===== config.mk =====
export PLATFORM = sky130hd
export DESIGN_NAME = polynomial_string_hash
export DESIGN_NICKNAME = d
export VERILOG_FILES = /design/src/hw/rtl/psh_pkg.sv /design/src/hw/rtl/polynomial_string_hash.sv
export SDC_FILE = /design/constraint.sdc
export NUM_CORES = 2
export LEC_CHECK = 0
export ABC_AREA = 1
export ABC_CLOCK_PERIOD_IN_PS = 10900
export BUFFER_PORTS_ARGS = -buffer_cell sky130_fd_sc_hd__buf_2
export CAP_MARGIN = 10
export CELL_PAD_IN_SITES_DETAIL_PLACEMENT = 2
export CELL_PAD_IN_SITES_GLOBAL_PLACEMENT = 2
export CORE_MARGIN = 2
export CORE_UTILIZATION = 42
export DETAILED_ROUTE_END_ITERATION = 16
export PLACE_DENSITY = 0.87
export SYNTH_ARGS = -nofsm -noshare
export SYNTH_HDL_FRONTEND = slang
export SYNTH_SLANG_ARGS = --single-unit

===== constraint.sdc =====
create_clock -name clock -period 10.9 [get_ports clock]
set_input_delay 0.545 -clock clock [delete_from_list [all_inputs] [get_ports clock]]
set_output_delay 0.545 -clock clock [all_outputs]
set_load 0.02 [all_outputs]

===== src/hw/rtl/psh_pkg.sv =====
`timescale 1ns / 1ps
// ----------------------------------------------------------------------------
// psh_pkg
// Shared types and constants for the polynomial string hash block.
// ----------------------------------------------------------------------------
package psh_pkg;

   localparam int unsigned DataWidth     = 32;
   localparam int unsigned CharWidth     = 8;
   localparam int unsigned CsrIndexWidth = 8;
   localparam int unsigned CountWidth    = $clog2(DataWidth);

   localparam logic [DataWidth-1:0] CharOffset     = 32'd96;
   localparam logic [DataWidth-1:0] HashBaseReset  = 32'd31;
   localparam logic [DataWidth-1:0] TableSizeReset = 32'd11;

   localparam logic [CsrIndexWidth-1:0] CSR_HASH_BASE  = 8'd0;
   localparam logic [CsrIndexWidth-1:0] CSR_TABLE_SIZE = 8'd1;

   typedef enum logic [1:0] {
      ST_IDLE,
      ST_MAC,
      ST_DIV,
      ST_DONE
   } state_type;

endpackage


===== src/hw/rtl/polynomial_string_hash.sv =====
`timescale 1ns / 1ps
// ----------------------------------------------------------------------------
// polynomial_string_hash
// Horner hash over a word streamed one character per word on req, reduced
// modulo the table size by a bit-serial restoring divider on the last char.
//
//   channel | dir | handshake             | payload
//   req     | in  | req_valid/req_ready   | req_char_code, req_last_char
//   rsp     | out | rsp_valid/rsp_ready   | rsp_hash_index
//   csr     | in  | csr_valid/csr_ready   | csr_index, csr_data
//
// A non-final character is accepted and then multiply-accumulated. A final
// character is accepted, multiply-accumulated, put through 32 steps of the
// shared subtract-compare unit and loaded as the result. Zero table size
// skips the 32 steps. req_ready is low while a character is in flight; the
// result load waits while an earlier result is still held on rsp. Reset is
// synchronous and restores the register defaults and a clear accumulator.
// ----------------------------------------------------------------------------
module polynomial_string_hash (
   input  logic                                clock,
   input  logic                                reset,
   input  logic                                req_valid,
   output logic                                req_ready,
   input  logic signed [psh_pkg::CharWidth-1:0] req_char_code,
   input  logic                                req_last_char,
   output logic                                rsp_valid,
   input  logic                                rsp_ready,
   output logic [psh_pkg::DataWidth-1:0]       rsp_hash_index,
   input  logic                                csr_valid,
   output logic                                csr_ready,
   input  logic [psh_pkg::CsrIndexWidth-1:0]   csr_index,
   input  logic [psh_pkg::DataWidth-1:0]       csr_data
);
   import psh_pkg::*;

   state_type              state_ff, state_in;
   logic [DataWidth-1:0]   acc_ff, acc_in;
   logic [DataWidth-1:0]   base_ff, size_ff;
   logic [CharWidth-1:0]   char_ff, char_in;
   logic                   last_ff, last_in;
   logic [DataWidth-1:0]   rem_ff, rem_in;
   logic [DataWidth-1:0]   dvd_ff, dvd_in;
   logic [CountWidth-1:0]  count_ff, count_in;
   logic                   rsp_valid_ff, rsp_valid_in;
   logic [DataWidth-1:0]   rsp_hash_ff, rsp_hash_in;

   logic [DataWidth-1:0]   product;
   logic [DataWidth-1:0]   term;
   logic [DataWidth-1:0]   mac_sum;
   logic [DataWidth:0]     rem_shift;
   logic [DataWidth:0]     rem_diff;

   assign req_ready      = (state_ff == ST_IDLE);
   assign rsp_valid      = rsp_valid_ff;
   assign rsp_hash_index = rsp_hash_ff;
   assign csr_ready      = 1'b1;

   // shared multiply-accumulate and subtract-compare
   always_comb begin
      product   = acc_ff * base_ff;
      term      = {{(DataWidth-CharWidth){char_ff[CharWidth-1]}}, char_ff} - CharOffset;
      mac_sum   = product + term;
      rem_shift = {rem_ff, dvd_ff[DataWidth-1]};
      rem_diff  = rem_shift - {1'b0, size_ff};
   end

   always_comb begin
      state_in     = state_ff;
      acc_in       = acc_ff;
      char_in      = char_ff;
      last_in      = last_ff;
      rem_in       = rem_ff;
      dvd_in       = dvd_ff;
      count_in     = count_ff;
      rsp_valid_in = rsp_valid_ff && !rsp_ready;
      rsp_hash_in  = rsp_hash_ff;
      unique case (state_ff)
         ST_IDLE: begin
            if (req_valid) begin
               char_in  = req_char_code;
               last_in  = req_last_char;
               state_in = ST_MAC;
            end
         end
         ST_MAC: begin
            if (!last_ff) begin
               acc_in   = mac_sum;
               state_in = ST_IDLE;
            end else begin
               acc_in   = '0;
               count_in = '0;
               if (size_ff == '0) begin
                  rem_in   = mac_sum;
                  state_in = ST_DONE;
               end else begin
                  rem_in   = '0;
                  dvd_in   = mac_sum;
                  state_in = ST_DIV;
               end
            end
         end
         ST_DIV: begin
            // rem_shift is below twice size, so the remainder fits 32 bits
            rem_in   = rem_diff[DataWidth] ? rem_shift[DataWidth-1:0]
                                           : rem_diff[DataWidth-1:0];
            dvd_in   = {dvd_ff[DataWidth-2:0], 1'b0};
            count_in = count_ff + 1'b1;
            if (count_ff == CountWidth'(DataWidth-1)) begin
               state_in = ST_DONE;
            end
         end
         ST_DONE: begin
            if (!rsp_valid_ff || rsp_ready) begin
               rsp_valid_in = 1'b1;
               rsp_hash_in  = rem_ff;
               state_in     = ST_IDLE;
            end
         end
         default: state_in = ST_IDLE;
      endcase
   end

   always_ff @(posedge clock) begin
      if (reset) begin
         state_ff     <= ST_IDLE;
         acc_ff       <= '0;
         rsp_valid_ff <= 1'b0;
         count_ff     <= '0;
      end else begin
         state_ff     <= state_in;
         acc_ff       <= acc_in;
         rsp_valid_ff <= rsp_valid_in;
         count_ff     <= count_in;
      end
   end

   always_ff @(posedge clock) begin
      char_ff     <= char_in;
      last_ff     <= last_in;
      rem_ff      <= rem_in;
      dvd_ff      <= dvd_in;
      rsp_hash_ff <= rsp_hash_in;
   end

   // configuration registers
   always_ff @(posedge clock) begin
      if (reset) begin
         base_ff <= HashBaseReset;
         size_ff <= TableSizeReset;
      end else if (csr_valid) begin
         unique case (csr_index)
            CSR_HASH_BASE:  base_ff <= csr_data;
            CSR_TABLE_SIZE: size_ff <= csr_data;
            default: ;
         endcase
      end
   end

endmodule


== Yosys cells after proc, flatten, opt, wreduce, memory -nomap -nowiden ==
Index checks and enable logic that the tools add are counted.
Widths: inputs -> output; s select.

* Equal/unequal tests: 10
* Add/subtract/negate cells: 4
* Muxes and demuxes: 18
* Multiply operators: 1
* Reductions and logical operators: 15

{| class="wikitable"
|+ Operators with widths
! cell !! count
|-
| $mux 32 || 6
|-
| $pmux 32 s2 || 2
|-
| $sub 33x32->33 || 1
|-
| $add 32x32->32 || 1
|-
| $logic_not 32->1 || 1
|-
| $mul 32x32->32 || 1
|-
| $ne 2x2->1 const B || 5
|-
| $pmux 5 s2 || 1
|-
| $reduce_and 2->1 || 5
|-
| $sub 8x8->9 const B || 1
|-
| $eq 8x1->1 const B || 1
|-
| $logic_not 8->1 || 1
|-
| $mux 2 || 4
|-
| $pmux 2 s4 || 1
|-
| $reduce_and 3->1 || 2
|-
| $add 5x1->5 const B || 1
|-
| $eq 5x5->1 const B || 1
|-
| $mux 5 || 1
|-
| $eq 2x2->1 const B || 2
|-
| $mux 1 || 3
|-
| $eq 2x1->1 const B || 1
|-
| $logic_not 1->1 || 2
|-
| $logic_not 2->1 || 1
|-
| $reduce_bool 2->1 || 1
|-
| other kinds (2) || 2
|}

* Input port bits: 54
* Word-level logic and storage cells: 59
* Bits in registers: 209

== Depth between registers and ports, before layout ==
* Depth after elaboration: 5
* Mapped depth: 33

== Worst setup path before layout ==
No wires, ideal clock.

* Path kind: reg2reg
* Start point: register char_ff[7]
* End point: register rem_ff[29], data pin
* Data required time: 10646 ps
* Arrival time: 6972 ps
* Buffers on the path: 0
* Period minus slack after synthesis: 7225 ps
* Cell stages (with the launch flop): 24
* Setup slack: 3675 ps
* Path through: edfxtp_1 -> inv_1 -> nand3_1 -> inv_1 -> fa_1 -> fa_1 -> fa_1 -> fa_1 -> inv_1 -> fa_1 -> fa_1 -> fa_1 -> inv_1 -> fa_1 -> inv_1 -> ha_1 -> nand2_1 -> nor4_1 -> nand4_1 -> nand3_1 -> a31oi_1 -> xor2_1 -> nand3_1 -> nand2_1

* Longest elaborated chain between the ends: 5

{| class="wikitable"
|+ Ends and longest elaborated chain
! element !! RTL line !! source
|-
| start, declared || polynomial_string_hash.sv:39 || <nowiki>logic [CharWidth-1:0] char_ff, char_in;</nowiki>
|-
| start signal, assigned || polynomial_string_hash.sv:138 || <nowiki>char_ff <= char_in;</nowiki>
|-
| $sub 8x8->9 || polynomial_string_hash.sv:61 || <nowiki>term = {{(DataWidth-CharWidth){char_ff[CharWidth-1]}}, char_ff} - CharOffset;</nowiki>
|-
| $add 32x32->32 || polynomial_string_hash.sv:62 || <nowiki>mac_sum = product + term;</nowiki>
|-
| $mux 32 || polynomial_string_hash.sv:92 || <nowiki>if (size_ff == '0) begin</nowiki>
|-
| $mux 32 || polynomial_string_hash.sv:86 || <nowiki>if (!last_ff) begin</nowiki>
|-
| $pmux 32 s2 || polynomial_string_hash.sv:77 || <nowiki>unique case (state_ff)</nowiki>
|-
| via rem_in[29] || polynomial_string_hash.sv:41 || <nowiki>logic [DataWidth-1:0] rem_ff, rem_in;</nowiki>
|-
| end signal, assigned || polynomial_string_hash.sv:140 || <nowiki>rem_ff <= rem_in;</nowiki>
|-
| end, declared || polynomial_string_hash.sv:41 ||
|}

The timed path passes the listed nets, and every way through them passes these cells. The select of a mux whose other input is x is not followed.
A chain may end at the register's enable or synchronous reset.

== Worst setup path in the final report ==
* Start point: register acc_ff[10]
* End point: register dvd_ff[31], data pin

* Longest elaborated chain between the ends: 5

{| class="wikitable"
|+ Ends and longest elaborated chain
! element !! RTL line !! source
|-
| start, declared || polynomial_string_hash.sv:37 || <nowiki>logic [DataWidth-1:0] acc_ff, acc_in;</nowiki>
|-
| start signal, assigned || polynomial_string_hash.sv:131 || <nowiki>acc_ff <= acc_in;</nowiki>
|-
| $mul 32x32->32 || polynomial_string_hash.sv:60 || <nowiki>product = acc_ff * base_ff;</nowiki>
|-
| $add 32x32->32 || polynomial_string_hash.sv:62 ||
|-
| $mux 32 || polynomial_string_hash.sv:92 ||
|-
| $mux 32 || polynomial_string_hash.sv:86 ||
|-
| $pmux 32 s2 || polynomial_string_hash.sv:77 ||
|-
| via dvd_in[31] || polynomial_string_hash.sv:42 || <nowiki>logic [DataWidth-1:0] dvd_ff, dvd_in;</nowiki>
|-
| end signal, assigned || polynomial_string_hash.sv:141 || <nowiki>dvd_ff <= dvd_in;</nowiki>
|-
| end, declared || polynomial_string_hash.sv:42 ||
|}

The timed path passes the listed nets, and every way through them passes these cells. The select of a mux whose other input is x is not followed.

==> run summary <==
status = complete, no violations
most frequent cells in the layout = nand2_1, inv_1, fa_1
pin count of the biggest net entering global routing = 63
Area Growth Syn to Fin = 7.729%
sum of negative setup slack = 0 ps
initial antenna violation count = 1
gpl congestion = 0.9066
setup repair bufs after CTS = 0
distinct cell type count after synthesis = 50
Slew HR = 15.51%
Final min period = 8343 ps
Overflow after GRT = 0
fill count = 7521
Via Count = 25943
critical path class = reg -> reg
DR pass1 iterations = 7
DR iter-0 viols = 2062
CTS Root Cell = clkbuf_16
Die Ht = 261.5 um
Final Cycle Share = 76.54%
Hold Buf Count CTS = 0
final net count = 4268
FF+latch count, synth = 209
VDD IR max = 0.0002441 V
multi-input combinational cell area = 18340 um2
CTS tree = yes
Post-DP Area = 29060 um2
H-tree Lvls = 1
part of the Yosys area used for sequential elements = 18.80%
Syn Inst Count = 3616
Critical Path RT = 11260 ps
Worst Hold Class = in -> reg
Slew @ Worst Pin = 1266 ps
CTS buffer count = 27
Setup Skew = 42.77 ps
die area = 68370 um2
most common cell after layout, fill and taps aside = nand2_1
first-pass GRT wire length = 191900 um
FF+latch area = 5235 um2
CP endpoint kind = flop
I/O Buffers = 87
Die Wd = 261.5 um
fraction of layout cells with a size suffix above 1 = 6.131%
crit path max fanout = 14
Clock Sinks = 209
io pins = 89
Yosys warning count = 0
Total GRT Usage = 37.91%
row count = 94
Synth area leaders = fa_1, nand2_1, inv_1
Fin. Hold Viols = 0
Cell Area, Synth = 27850 um2
LEAKAGE = 16.89 nW
total wire length = 133700 um
Placement Setup Slack = 2904 ps
CTS max path bufs = 3
unrepaired setup endpoints after global routing = no
Worst-Skew Late Latency = 620 ps
arrival time worst endpoint = 8700 ps
Antenna Nets Post-Route = 0
pwr/cell area = 267.6 nW/um2
CTS clk-pin slew, worst paths = 70 ps
DR WL/cell = 29.71 um
vias per std cell = 5.763
top cell type by total area after synthesis = fa_1
dpl hpwl = 92370 um
number of global-route vias before repair = 30368
Post-Syn Area per Cell = 7.701 um2
post-layout worst setup margin = 2557 ps
number of setup violations in the final report = 0
Starting Density = 42.35%
drc violations = 0
fmax = 119.9 MHz
syn_nets = 4268
Max Cap Violations = 0
Final Instance Area = 30000 um2
CTS resizes = 0
Setup crit start kind = flop
max-slew violation count = 0
share of the synthesized area in the top cell type = 31.56%
Core Region = 65750 um2
## flip-flops by register name (all words and copies together) (netlist names), named ones only
name,count
acc_ff,32
rsp_hash_index,32
state_ff,1
rsp_valid,1
count_ff,5
size_ff,32
char_ff,8
base_ff,32
last_ff,1
rem_ff,32
dvd_ff,32
## worst max-delay path, cell delays in order, from the launching register on
cell     delay [ps]
dfxtp_1        1000
buf_4           350
nand2_1          70
inv_1           110
fa_1            450
fa_1            530
inv_1            50
fa_1            470
fa_1            550
inv_1            80
fa_1            620
fa_1            450
fa_1            500
inv_1            60
fa_1            530
inv_1            70
ha_1            380
nand2_1         130
nor4_1          510
nand4_1         170
nand3_1         270
a21o_1          280
nand3_1         210
nand3_1         170
nand2_1          70
## power breakdown
part | leakage, nW | total, mW | internal [mW] | switching, mW
Sequential | 1.82 | 1.19 | 1.07 | 0.116
Combinational | 14.6 | 5.85 | 1.70 | 4.14
Clock | 0.458 | 0.993 | 0.542 | 0.451
Total | 16.9 | 8.03 | 3.32 | 4.71
## final cells by class
class,instances,area share [%]
clock buffer,32,2.486
antenna,1,0.008342
clock inverter,18,0.5673
multi-input combinational,2281,61.14
inverter,961,12.03
tap,864,3.604
sequential,209,17.45
timing repair buffer,136,2.719
## kinds of logic (layout without fill, tap and decap cells)
group                    Yosys count  in the layout  synth area share (%)
other                              1              2               0.01347
AND/OR/NAND/NOR                 1336           1336                 19.44
buffers and inverters           1126           1147                 15.48
adder cells (fa/ha/maj)          598            598                 38.71
AO/OA/AOI/OAI                    286            286                 5.671
XOR/XNOR                          60             60                 1.887
flip-flops                       209            209                 18.80
## per-stage QoR
stage / utilization, % / instances / power (mW) / hold slack (ps)
after global routing: 45.62 / 4501 / 8.455 / 106.9
final: 45.63 / 4502 / 8.028 / 104.2
after global placement: 44.20 / 4450 / 6.025 / 452.2
after detailed placement: 44.20 / 4450 / 6.566 / 459.5
after floorplan: - / 3616 / 4.488 / 445.3
after CTS: 45.59 / 4500 / 7.826 / 93.30
## cell usage after synthesis (all sizes together)
master and number:
a2111oi 3, a21boi 1, a21o 7, a21oi 141, a221oi 2, a22oi 1
a31oi 5, and3 1, buf 57, clkbuf 108, conb 1, dfxtp 104
edfxtp 105, fa 439, ha 159, inv 961, nand2 1031, nand3 139
nand3b 7, nand4 20, nor2 107, nor3 15, nor4 11, o211ai 2
o21a 6, o21ai 104, o21bai 11, o221a 1, o22ai 1, o31ai 1
or2 4, or4 1, xnor2 27, xor2 33
## per-layer routing
metal  part of all wire (%)  vias up  track usage [%]
li1                       -    10583                -
met2                     50     1383            67.29
met4                    7.6        0            22.59
met3                    6.8      555            5.652
met1                     36    13422            43.22
met5                      0        -                0
## path summary, 6_finish.rpt
check                      startpoint                       end  slack [ps]  depth (start not counted)
max           acc_ff[10]$_SDFFE_PP0P_      dvd_ff[31]$_DFFE_PP_        2560                         24
min                  req_char_code[0]      char_ff[0]$_DFFE_PP_         100                          1
max reg2reg   acc_ff[10]$_SDFFE_PP0P_      dvd_ff[31]$_DFFE_PP_        2560                         24
min reg2reg  count_ff[3]$_SDFFE_PP0P_  count_ff[3]$_SDFFE_PP0P_         490                          2
No activity file was read; power rests on OpenSTA's default activity.
